===== src/rtl/mdio22_pkg.sv =====
// package: beat types and command codes for the clause-22 mdio master
package mdio22_pkg;

    // command codes carried in func
    localparam logic [1:0] FUNC_READ  = 2'd0;
    localparam logic [1:0] FUNC_WRITE = 2'd1;
    localparam logic [1:0] FUNC_TICK  = 2'd2;

    // fixed frame field widths
    localparam int unsigned ADDR_W = 5;
    localparam int unsigned DATA_W = 16;

    // frame codes
    localparam logic [1:0] ST_CODE  = 2'b01;
    localparam logic [1:0] OP_WRITE = 2'b01;
    localparam logic [1:0] OP_READ  = 2'b10;
    localparam logic [1:0] TA_WRITE = 2'b10;

    // one input beat
    typedef struct packed {
        logic [1:0]        func;
        logic [ADDR_W-1:0] reg_addr;
        logic [DATA_W-1:0] write_data;
        logic              mdio_in;
    } mdio22_in_t;

    // one result beat
    typedef struct packed {
        logic              mdc;
        logic              mdio_out;
        logic              mdio_drive;
        logic              busy_res;
        logic              done_res;
        logic [DATA_W-1:0] read_data;
        logic              read_error;
        logic              rejected;
    } mdio22_out_t;

endpackage


===== src/rtl/mdio_clause22_master.sv =====
// top level: clause-22 mdio master with tick-driven frame sequencer
//
// input channel (in_valid / in_stall / in_item) carries one beat per command or
// half-period tick: func 0 starts a read, 1 starts a write, 2 advances mdc by one
// half period. every accepted beat yields exactly one result beat on the output
// channel (out_valid / out_stall / out_item) with the bus levels, busy, done,
// read data and status after that beat.
// each result beat is registered in the result buffer before out_valid; one beat per
// cycle is sustained while the output is not stalled.
// a two-entry result buffer sits before the output; in_stall rises only when
// both entries are held by a stalled receiver.
// the phy address register is written through cfg_valid / cfg_data and is
// always ready; write it only while no transaction runs.
// reset clears the sequencer to idle: mdc low, mdio released, read data zero,
// phy address zero, and empties the result buffer.
// a write frame takes 2*(PREAMBLE_BITS+32)+2 ticks after the start beat; a read
// takes 2*(PREAMBLE_BITS+31)+1 ticks, or ends early on a bad turnaround bit.
module mdio_clause22_master #(
    parameter int unsigned PREAMBLE_BITS = 32
) (
    input  logic                              clk,
    input  logic                              rst_n,
    input  logic                              in_valid,
    output logic                              in_stall,
    input  mdio22_pkg::mdio22_in_t            in_item,
    output logic                              out_valid,
    input  logic                              out_stall,
    output mdio22_pkg::mdio22_out_t           out_item,
    input  logic                              cfg_valid,
    output logic                              cfg_ready,
    input  logic [mdio22_pkg::ADDR_W-1:0]     cfg_data
);
    import mdio22_pkg::*;

    logic        step;
    logic        full;
    mdio22_out_t result;

    assign in_stall  = full;
    assign step      = in_valid && !full;
    assign cfg_ready = 1'b1;

    // frame sequencer
    mdio22_core #(
        .PREAMBLE_BITS (PREAMBLE_BITS)
    ) u_core (
        .clk      (clk),
        .rst_n    (rst_n),
        .step     (step),
        .in_item  (in_item),
        .cfg_we   (cfg_valid && cfg_ready),
        .cfg_data (cfg_data),
        .result   (result)
    );

    // result buffer
    mdio22_outbuf u_outbuf (
        .clk       (clk),
        .rst_n     (rst_n),
        .push      (step),
        .push_item (result),
        .full      (full),
        .out_valid (out_valid),
        .out_stall (out_stall),
        .out_item  (out_item)
    );

endmodule


===== src/rtl/mdio22_core.sv =====
// frame sequencer: command decode, frame shifter, half-period counter, read capture
module mdio22_core #(
    parameter int unsigned PREAMBLE_BITS = 32
) (
    input  logic                                clk,
    input  logic                                rst_n,
    input  logic                                step,
    input  mdio22_pkg::mdio22_in_t              in_item,
    input  logic                                cfg_we,
    input  logic [mdio22_pkg::ADDR_W-1:0]       cfg_data,
    output mdio22_pkg::mdio22_out_t             result
);
    import mdio22_pkg::*;

    localparam int unsigned FRAME_W  = PREAMBLE_BITS + 32;
    localparam logic [7:0]  READ_DRV = 8'(PREAMBLE_BITS + 14);
    localparam logic [7:0]  READ_TA  = 8'(PREAMBLE_BITS + 15);
    localparam logic [7:0]  READ_END = 8'(PREAMBLE_BITS + 31);
    localparam logic [7:0]  WR_TOT   = 8'(PREAMBLE_BITS + 32);
    localparam logic [7:0]  WR_END   = 8'(2 * (PREAMBLE_BITS + 32) + 1);

    logic [ADDR_W-1:0]  phy_reg;
    logic [7:0]         half_reg,   half_next;
    logic [FRAME_W-1:0] frame_reg,  frame_next;
    logic               is_read_reg, is_read_next;
    logic               active_reg, active_next;
    logic [DATA_W-1:0]  shift_reg,  shift_next;
    logic               clk_lvl_reg, clk_lvl_next;
    logic               level_reg,  level_next;
    logic               own_reg,    own_next;
    logic [DATA_W-1:0]  last_reg,   last_next;
    logic               err_reg,    err_next;
    logic               done;
    logic               rej;
    logic [7:0]         bit_idx;
    logic [DATA_W-1:0]  shifted;

    // configuration register
    always_ff @(posedge clk or negedge rst_n)
    begin
        if (!rst_n)
        begin
            phy_reg <= '0;
        end
        else if (cfg_we)
        begin
            phy_reg <= cfg_data;
        end
    end

    assign bit_idx = {1'b0, half_reg[7:1]};
    assign shifted = {shift_reg[DATA_W-2:0], in_item.mdio_in};

    // next state for one beat
    always_comb
    begin
        half_next    = half_reg;
        frame_next   = frame_reg;
        is_read_next = is_read_reg;
        active_next  = active_reg;
        shift_next   = shift_reg;
        clk_lvl_next = clk_lvl_reg;
        level_next   = level_reg;
        own_next     = own_reg;
        last_next    = last_reg;
        err_next     = err_reg;
        done         = 1'b0;
        rej          = 1'b0;
        if (step)
        begin
            unique case (in_item.func)
                FUNC_READ, FUNC_WRITE:
                begin
                    if (active_reg)
                    begin
                        rej = 1'b1;
                    end
                    else
                    begin
                        if (in_item.func == FUNC_READ)
                        begin
                            frame_next = {{PREAMBLE_BITS{1'b1}}, ST_CODE, OP_READ, phy_reg,
                                          in_item.reg_addr, 18'b0};
                        end
                        else
                        begin
                            frame_next = {{PREAMBLE_BITS{1'b1}}, ST_CODE, OP_WRITE, phy_reg,
                                          in_item.reg_addr, TA_WRITE, in_item.write_data};
                        end
                        is_read_next = (in_item.func == FUNC_READ);
                        active_next  = 1'b1;
                        half_next    = '0;
                        shift_next   = '0;
                        clk_lvl_next = 1'b0;
                        level_next   = 1'b1;
                        own_next     = 1'b1;
                        err_next     = 1'b0;
                    end
                end
                FUNC_TICK:
                begin
                    if (active_reg)
                    begin
                        half_next = half_reg + 8'd1;
                        if (is_read_reg)
                        begin
                            if (half_reg[0])
                            begin
                                clk_lvl_next = 1'b1;
                            end
                            else
                            begin
                                clk_lvl_next = 1'b0;
                                if (bit_idx == READ_TA && in_item.mdio_in)
                                begin
                                    err_next = 1'b1;
                                    done     = 1'b1;
                                end
                                else if (bit_idx > READ_TA)
                                begin
                                    shift_next = shifted;
                                    if (bit_idx >= READ_END)
                                    begin
                                        last_next = shifted;
                                        done      = 1'b1;
                                    end
                                end
                                if (bit_idx < READ_DRV)
                                begin
                                    level_next = frame_reg[FRAME_W-1];
                                    frame_next = {frame_reg[FRAME_W-2:0], 1'b0};
                                    own_next   = 1'b1;
                                end
                                else
                                begin
                                    level_next = 1'b1;
                                    own_next   = 1'b0;
                                end
                            end
                        end
                        else if (half_reg >= WR_END)
                        begin
                            done = 1'b1;
                        end
                        else if (half_reg[0])
                        begin
                            clk_lvl_next = 1'b1;
                        end
                        else
                        begin
                            clk_lvl_next = 1'b0;
                            own_next     = 1'b1;
                            if (bit_idx < WR_TOT)
                            begin
                                level_next = frame_reg[FRAME_W-1];
                                frame_next = {frame_reg[FRAME_W-2:0], 1'b0};
                            end
                            else
                            begin
                                level_next = 1'b1;
                            end
                        end
                        // end of transaction releases the bus
                        if (done)
                        begin
                            active_next  = 1'b0;
                            clk_lvl_next = 1'b0;
                            level_next   = 1'b1;
                            own_next     = 1'b0;
                            half_next    = '0;
                        end
                    end
                end
                default:
                begin
                end
            endcase
        end
    end

    // sequencer state
    always_ff @(posedge clk or negedge rst_n)
    begin
        if (!rst_n)
        begin
            half_reg    <= '0;
            frame_reg   <= '0;
            is_read_reg <= 1'b0;
            active_reg  <= 1'b0;
            shift_reg   <= '0;
            clk_lvl_reg <= 1'b0;
            level_reg   <= 1'b1;
            own_reg     <= 1'b0;
            last_reg    <= '0;
            err_reg     <= 1'b0;
        end
        else
        begin
            half_reg    <= half_next;
            frame_reg   <= frame_next;
            is_read_reg <= is_read_next;
            active_reg  <= active_next;
            shift_reg   <= shift_next;
            clk_lvl_reg <= clk_lvl_next;
            level_reg   <= level_next;
            own_reg     <= own_next;
            last_reg    <= last_next;
            err_reg     <= err_next;
        end
    end

    // result beat reflects state after this item
    always_comb
    begin
        result.mdc        = clk_lvl_next;
        result.mdio_out   = level_next;
        result.mdio_drive = own_next;
        result.busy_res   = active_next;
        result.done_res   = done;
        result.read_data  = last_next;
        result.read_error = err_next;
        result.rejected   = rej;
    end

endmodule


===== src/rtl/mdio22_outbuf.sv =====
// result register with a skid slot that takes one more beat under output stall
module mdio22_outbuf (
    input  logic                    clk,
    input  logic                    rst_n,
    input  logic                    push,
    input  mdio22_pkg::mdio22_out_t push_item,
    output logic                    full,
    output logic                    out_valid,
    input  logic                    out_stall,
    output mdio22_pkg::mdio22_out_t out_item
);
    import mdio22_pkg::*;

    logic        main_valid_reg, main_valid_next;
    logic        skid_valid_reg, skid_valid_next;
    mdio22_out_t main_reg,       main_next;
    mdio22_out_t skid_reg,       skid_next;
    logic        pop;

    assign pop = main_valid_reg && !out_stall;

    // slot steering
    always_comb
    begin
        main_valid_next = main_valid_reg;
        skid_valid_next = skid_valid_reg;
        main_next       = main_reg;
        skid_next       = skid_reg;
        if (!main_valid_reg || pop)
        begin
            if (skid_valid_reg)
            begin
                main_next       = skid_reg;
                main_valid_next = 1'b1;
                skid_valid_next = 1'b0;
            end
            else if (push)
            begin
                main_next       = push_item;
                main_valid_next = 1'b1;
            end
            else
            begin
                main_valid_next = 1'b0;
            end
        end
        else if (push)
        begin
            skid_next       = push_item;
            skid_valid_next = 1'b1;
        end
    end

    // control flags
    always_ff @(posedge clk or negedge rst_n)
    begin
        if (!rst_n)
        begin
            main_valid_reg <= 1'b0;
            skid_valid_reg <= 1'b0;
        end
        else
        begin
            main_valid_reg <= main_valid_next;
            skid_valid_reg <= skid_valid_next;
        end
    end

    // payload slots
    always_ff @(posedge clk)
    begin
        main_reg <= main_next;
        skid_reg <= skid_next;
    end

    assign full      = skid_valid_reg;
    assign out_valid = main_valid_reg;
    assign out_item  = main_reg;

endmodule

===== config.mk =====
export PLATFORM = sky130hd
export DESIGN_NAME = mdio_clause22_master
export DESIGN_NICKNAME = d
export VERILOG_FILES = /design/src/rtl/mdio22_pkg.sv /design/src/rtl/mdio_clause22_master.sv /design/src/rtl/mdio22_core.sv /design/src/rtl/mdio22_outbuf.sv
export SDC_FILE = /design/constraint.sdc
export NUM_CORES = 1
export LEC_CHECK = 0
export BUFFER_PORTS_ARGS = -buffer_cell sky130_fd_sc_hd__buf_2
export CAP_MARGIN = 20
export CORE_MARGIN = 2
export CORE_UTILIZATION = 45
export CTS_CLUSTER_SIZE = 40
export DETAILED_ROUTE_END_ITERATION = 6
export PLACE_DENSITY = 0.69
export SYNTH_ARGS = -nofsm -noshare
export SYNTH_HDL_FRONTEND = slang
export SYNTH_HIERARCHICAL = 1
export SYNTH_SLANG_ARGS = --single-unit

===== constraint.sdc =====
create_clock -name clk -period 8.08 [get_ports clk]
set_clock_uncertainty 0.2 [all_clocks]
set_input_delay 0.404 -clock clk [delete_from_list [all_inputs] [get_ports clk]]
set_output_delay 0.404 -clock clk [all_outputs]
set_load 0.02 [all_outputs]

* After elaboration in Yosys (flattened, before gate mapping) *
Index checks and enable logic that the tools add are counted.

word-level totals
  flip-flop bits (word level) = 162
  input port bits = 34
  logic and storage cells = 155
  output and inout bits = 26

cells by class
  bitwise logic cells = 2
  eq/ne operators = 12
  multiplexer cells = 88
  $lt $le $gt $ge = 5
  reduce and logical (&&, ||, !) cells = 18
  $add $sub $neg = 1

operators with widths
  cell                                                                             count
  64-bit 2-to-1 mux                                                                8
  16-bit 2-to-1 mux                                                                8
  64-bit case mux with 2 select lines                                              1
  15-bit 2-to-1 mux                                                                6
  1-bit 2-to-1 mux                                                                 52
  23-bit 2-to-1 mux                                                                2
  30-bit 2-to-1 mux                                                                1
  15-bit case mux with 2 select lines                                              1
  8-bit 2-to-1 mux                                                                 3
  8-bit case mux with 2 select lines                                               1
  8-bit AND reduction                                                              2
  1-bit case mux with 2 select lines                                               5
  8-bit by 1-bit adder with 8-bit output, second input constant                    1
  8-bit >= comparator, second input constant                                       1
  7-bit by 6-bit equality test with 1-bit output, second input constant            1
  7-bit by 6-bit >= comparator with 1-bit output, second input constant            1
  7-bit by 6-bit greater-than comparator with 1-bit output, second input constant  1
  7-bit by 6-bit < comparator with 1-bit output, second input constant             1
  7-bit < comparator, second input constant                                        1
  2-bit by 1-bit != test with 1-bit output, second input constant                  3
  2-bit != test, second input constant                                             3
  2-bit nonzero test                                                               3
  2-bit AND reduction                                                              2
  4-bit AND reduction                                                              1
  other kinds (12)                                                                 17

* Logic depth before layout (Yosys ltp) *
  depth after elaboration = 15
  mapped depth = 10

* Cells and area by module *
The synthesis kept the hierarchy.

by module, submodules not included
  module                instances  cells each  area each (sq um)
  mdio22_core           1          404         5,516.5
  mdio22_outbuf         1          78          1,834.3
  mdio_clause22_master  1          3           25.0

* Worst setup path before layout *
No wires, ideal clock.

  kind = register to register
  start point = reg u_outbuf.skid_valid_reg (netlist: u_outbuf/full)
  end point = reg u_outbuf.main_reg, in the netlist u_outbuf/out_item[0] (enable)
  slack = 5,350 ps
  cell stages (with the launch flop) = 4
  required time = 7,466 ps
  path buffers = 2
  arrival = 2,116 ps
  setup time = 414 ps
  cell sequence = dfrtp_1 -> buf_6 -> buf_8 -> a2bb2oi_1

between the ends
  cells in the longest elaborated chain, start to end = 4

ends and longest elaborated chain
  item                                      line                        source
  start, declared                           mdio22_outbuf.sv:15         logic skid_valid_reg, skid_valid_next;
  start signal, assigned                    mdio22_outbuf.sv:65         skid_valid_reg <= skid_valid_next;
  1-bit zero test                           mdio_clause22_master.sv:40  assign step = in_valid && !full;
  1-bit logical AND                         mdio_clause22_master.sv:40
  2-bit nonzero test (no source line) (*)   n/a
  2-bit AND reduction (no source line) (*)  n/a
  end signal, assigned                      mdio22_outbuf.sv:72         main_reg <= main_next;
  end, declared                             mdio22_outbuf.sv:16         mdio22_out_t main_reg, main_next;

Mark *: on every way between the ends. The rest lies on a longest branch, timed or not.
A chain may end at the register's enable or synchronous reset.

==> results.toml <==
[synth]
syn-num-nets = 522
synthCells = 485
synthAdderAreaFrac_pct = 0.509
synthMuxAreaShare_pct = 21.6
synth-compound-area-share_pct = 7.12
ys_seq_area_share_pct = 58.1
synth_edf_count = 46
ys.flop_type = "dfrtp_1"
synth_simple_gate_area_share_pct = 7.43
avgSynthCellArea_um2 = 15.2
synth_top_family_by_area = "multiplexers"
synth_seq_cells = 162
ys.warnings.count = 6
yosysUniqueCellTypes = 54
async_reset_ff_share_pct = 71.6
synth_xor_area_share_pct = 0.119
syn_area_mm2 = 0.00738

[grt]
grt.total_usage_pct = 15.1
overflow = 0
grt_max_degree = 69
grt_first_pass_wirelength_mm = 21.4
antenna_found_initial = 0
grt_pass1_vias = 4144

[layout]
layout-drive-gt1-share_pct = 37.6
design_area_mm2 = 0.00827
final_nets = 574
final_cell_mix = "dfrtp_1 (115), mux2_4 (72), buf_2 (57)"
n_fill_cell = 1321
largest_reg_flops = 64
mostFrequentLayoutCell = "dfrtp_1"
syn2layout_area_growth_pct = 12.1
n_antenna_cell = 0

[sta]
fin_ws_ns = 5.06
worst_slew_pin_slew_ns = 0.856
rsz0062_at_grt = "no"
period_needed_ns = 3.02
period_share_pct = 37.4
hold_violations = 0
clock.fmax_mhz = 331
slew_violations = 0
slew_headroom_pct = 42.9
setup_tns_ns = 0
final-setup-viol-count = 0

[setup_path]
cp.required_ns = 8.04
cp-start-kind = "flip-flop"
worstSetupPathType = "reg -> reg"
worstSetupEndpointType = "flip-flop"
worstPathMaxFanout = 28
cp.arrival_ns = 2.98

[clocking]
cts.sinks = 162
cts_resized = 0
clk_latency_ns = 0.42
clk_pin_slew_worst_paths_ns = 0.06
htree_levels = 4
cts_buffer_depth = 2
cts_tree = "done"
cts_buffers = 17
root_buffer = "clkbuf_16"

[pwr]
vdd_ir_drop_max_v = 0.000161
leakagePower_nw = 3.45
pwr_density_cell_mw_per_mm2 = 255

[outcome]
run_status = "finished, final reports clean"

[place]
port_buffers = 58
dpl-instance-area_mm2 = 0.00766
hpwl_mm = 7.58
globalplace.congestion = 0.769
pre_cts_ws_ns = 4.90

[hold_path]
hp-class = "in -> reg"

[detailed_routing]
remaining_drc_errors = 0
finalWirelength_mm = 12.4
drt-initial-drc-count = 290
avgViaCountPerCell = 5.17
vias = 3963
wl_per_cell_um = 16.2
ant_nets = 0
firstDrtPassIters = 4

[die]
fp.dieH_um = 132
die_w_um = 132
pin_count = 60
core_area_mm2 = 0.0159
dieArea_mm2 = 0.0174
start_util_pct = 46.3
core.rowCount = 46

[job]
cap_violations = 0
==> per-layer routing <==
metal	global-route usage [%]	routed length, µm	up-vias
li1	-	-	1857
met1	20.9	5810	1992
met2	23.3	5850	94
met3	3.96	541	20
met4	5.07	184	0
met5	0	0	-
==> cell usage after synthesis, types with 2 or more instances <==
library cell	instances	area, µm²
o21ai_1	3	15.0
buf_4	9	67.6
o2bb2ai_1	3	26.3
o31ai_1	2	15.0
nand2b_1	38	238
and3_1	4	25.0
nand3_1	3	15.0
a21oi_1	8	40.0
nor2_1	6	22.5
mux2i_1	5	50.1
buf_12	7	140
a22o_1	30	263
nand2_1	18	67.6
o21ai_0	10	50.1
buf_2	6	30.0
ha_1	3	37.5
nor3_1	3	15.0
mux2_4	72	1080
buf_8	2	30.0
buf_6	4	45.0
o22a_1	2	17.5
inv_1	8	30.0
clkbuf_1	6	22.5
nor4_1	2	12.5
nand3_4	2	35.0
dfrtp_1	115	2880
edfxtp_1	46	1380
nor2b_4	2	27.5
mux2_1	14	158
nor2b_1	2	12.5
mux2_2	27	304
==> metrics by stage <==
step	utilization, %	hold slack, ns	std cells	power [mW]
finish	51.9	0.0214	766	2.11
CTS	51.6	0.00276	763	2.12
global placement	47.9	0.267	728	1.35
floorplan	-	-0.0916	485	1.30
detailed placement	48.0	0.270	729	1.37
global route	51.9	0.00462	766	2.20
==> layout make-up <==
cell class / instances / area (µm²) / area share [%]
Clock buffer: 17 / 425 / 5.14
Timing Repair Buffer: 68 / 418 / 5.05
Tap cell: 216 / 270 / 3.27
Clock inverter: 15 / 120 / 1.45
Multi-Input combinational cell: 280 / 2720 / 32.9
Inverter: 8 / 30.0 / 0.363
Sequential cell: 162 / 4290 / 51.8
==> cells by family after synthesis <==
group | after synthesis
AOI/OAI and AO/OA | 68
xor gates and xnor gates | 1
adders and majority gates | 3
buffers and inverters | 43
DFF | 162
muxes | 118
other | 1
and+or+nand+nor | 89
==> power breakdown <==
part / total, mW / internal (mW) / switching (mW)
Clock: 0.746 / 0.400 / 0.345
Sequential: 1.04 / 0.967 / 0.0735
Combinational: 0.320 / 0.184 / 0.137
Total: 2.11 / 1.55 / 0.555
==> critical path, stage by stage (launching register included) <==
cell and delay, ns:
dfrtp_1 0.36, buf_4 0.28, nor2b_4 0.27, and3_1 0.35, nand3_4 0.13, nor2_4 0.47
mux2_1 0.42, mux2_4 0.28
==> what timing repair did <==
item,in CTS,in global routing
buffers inserted,0,0
hold buffers,2,2
hold endpoints to repair,48,2
==> final timing paths <==
kind / start / to / slack [ns] / cells past startpoint
max in group asynchronous: rst_n / u_core/half_reg[1]$_DFFE_PN0P_ / 6.01 / 3
setup / recovery: u_outbuf/full$_DFFE_PN0P_ / u_outbuf/out_item[7]$_DFFE_PP_ / 5.06 / 7
min in group asynchronous: rst_n / u_core/phy_reg[3]$_DFFE_PN0P_ / 0.36 / 2
hold / removal: cfg_data[4] / u_core/phy_reg[4]$_DFFE_PN0P_ / 0.02 / 2
setup reg to reg: u_outbuf/full$_DFFE_PN0P_ / u_outbuf/out_item[7]$_DFFE_PP_ / 5.06 / 7
hold reg to reg: u_core/frame_reg[4]$_DFFE_PN0P_ / u_core/frame_reg[4]$_DFFE_PN0P_ / 0.29 / 1
Power figures use the tool's default switching activity.
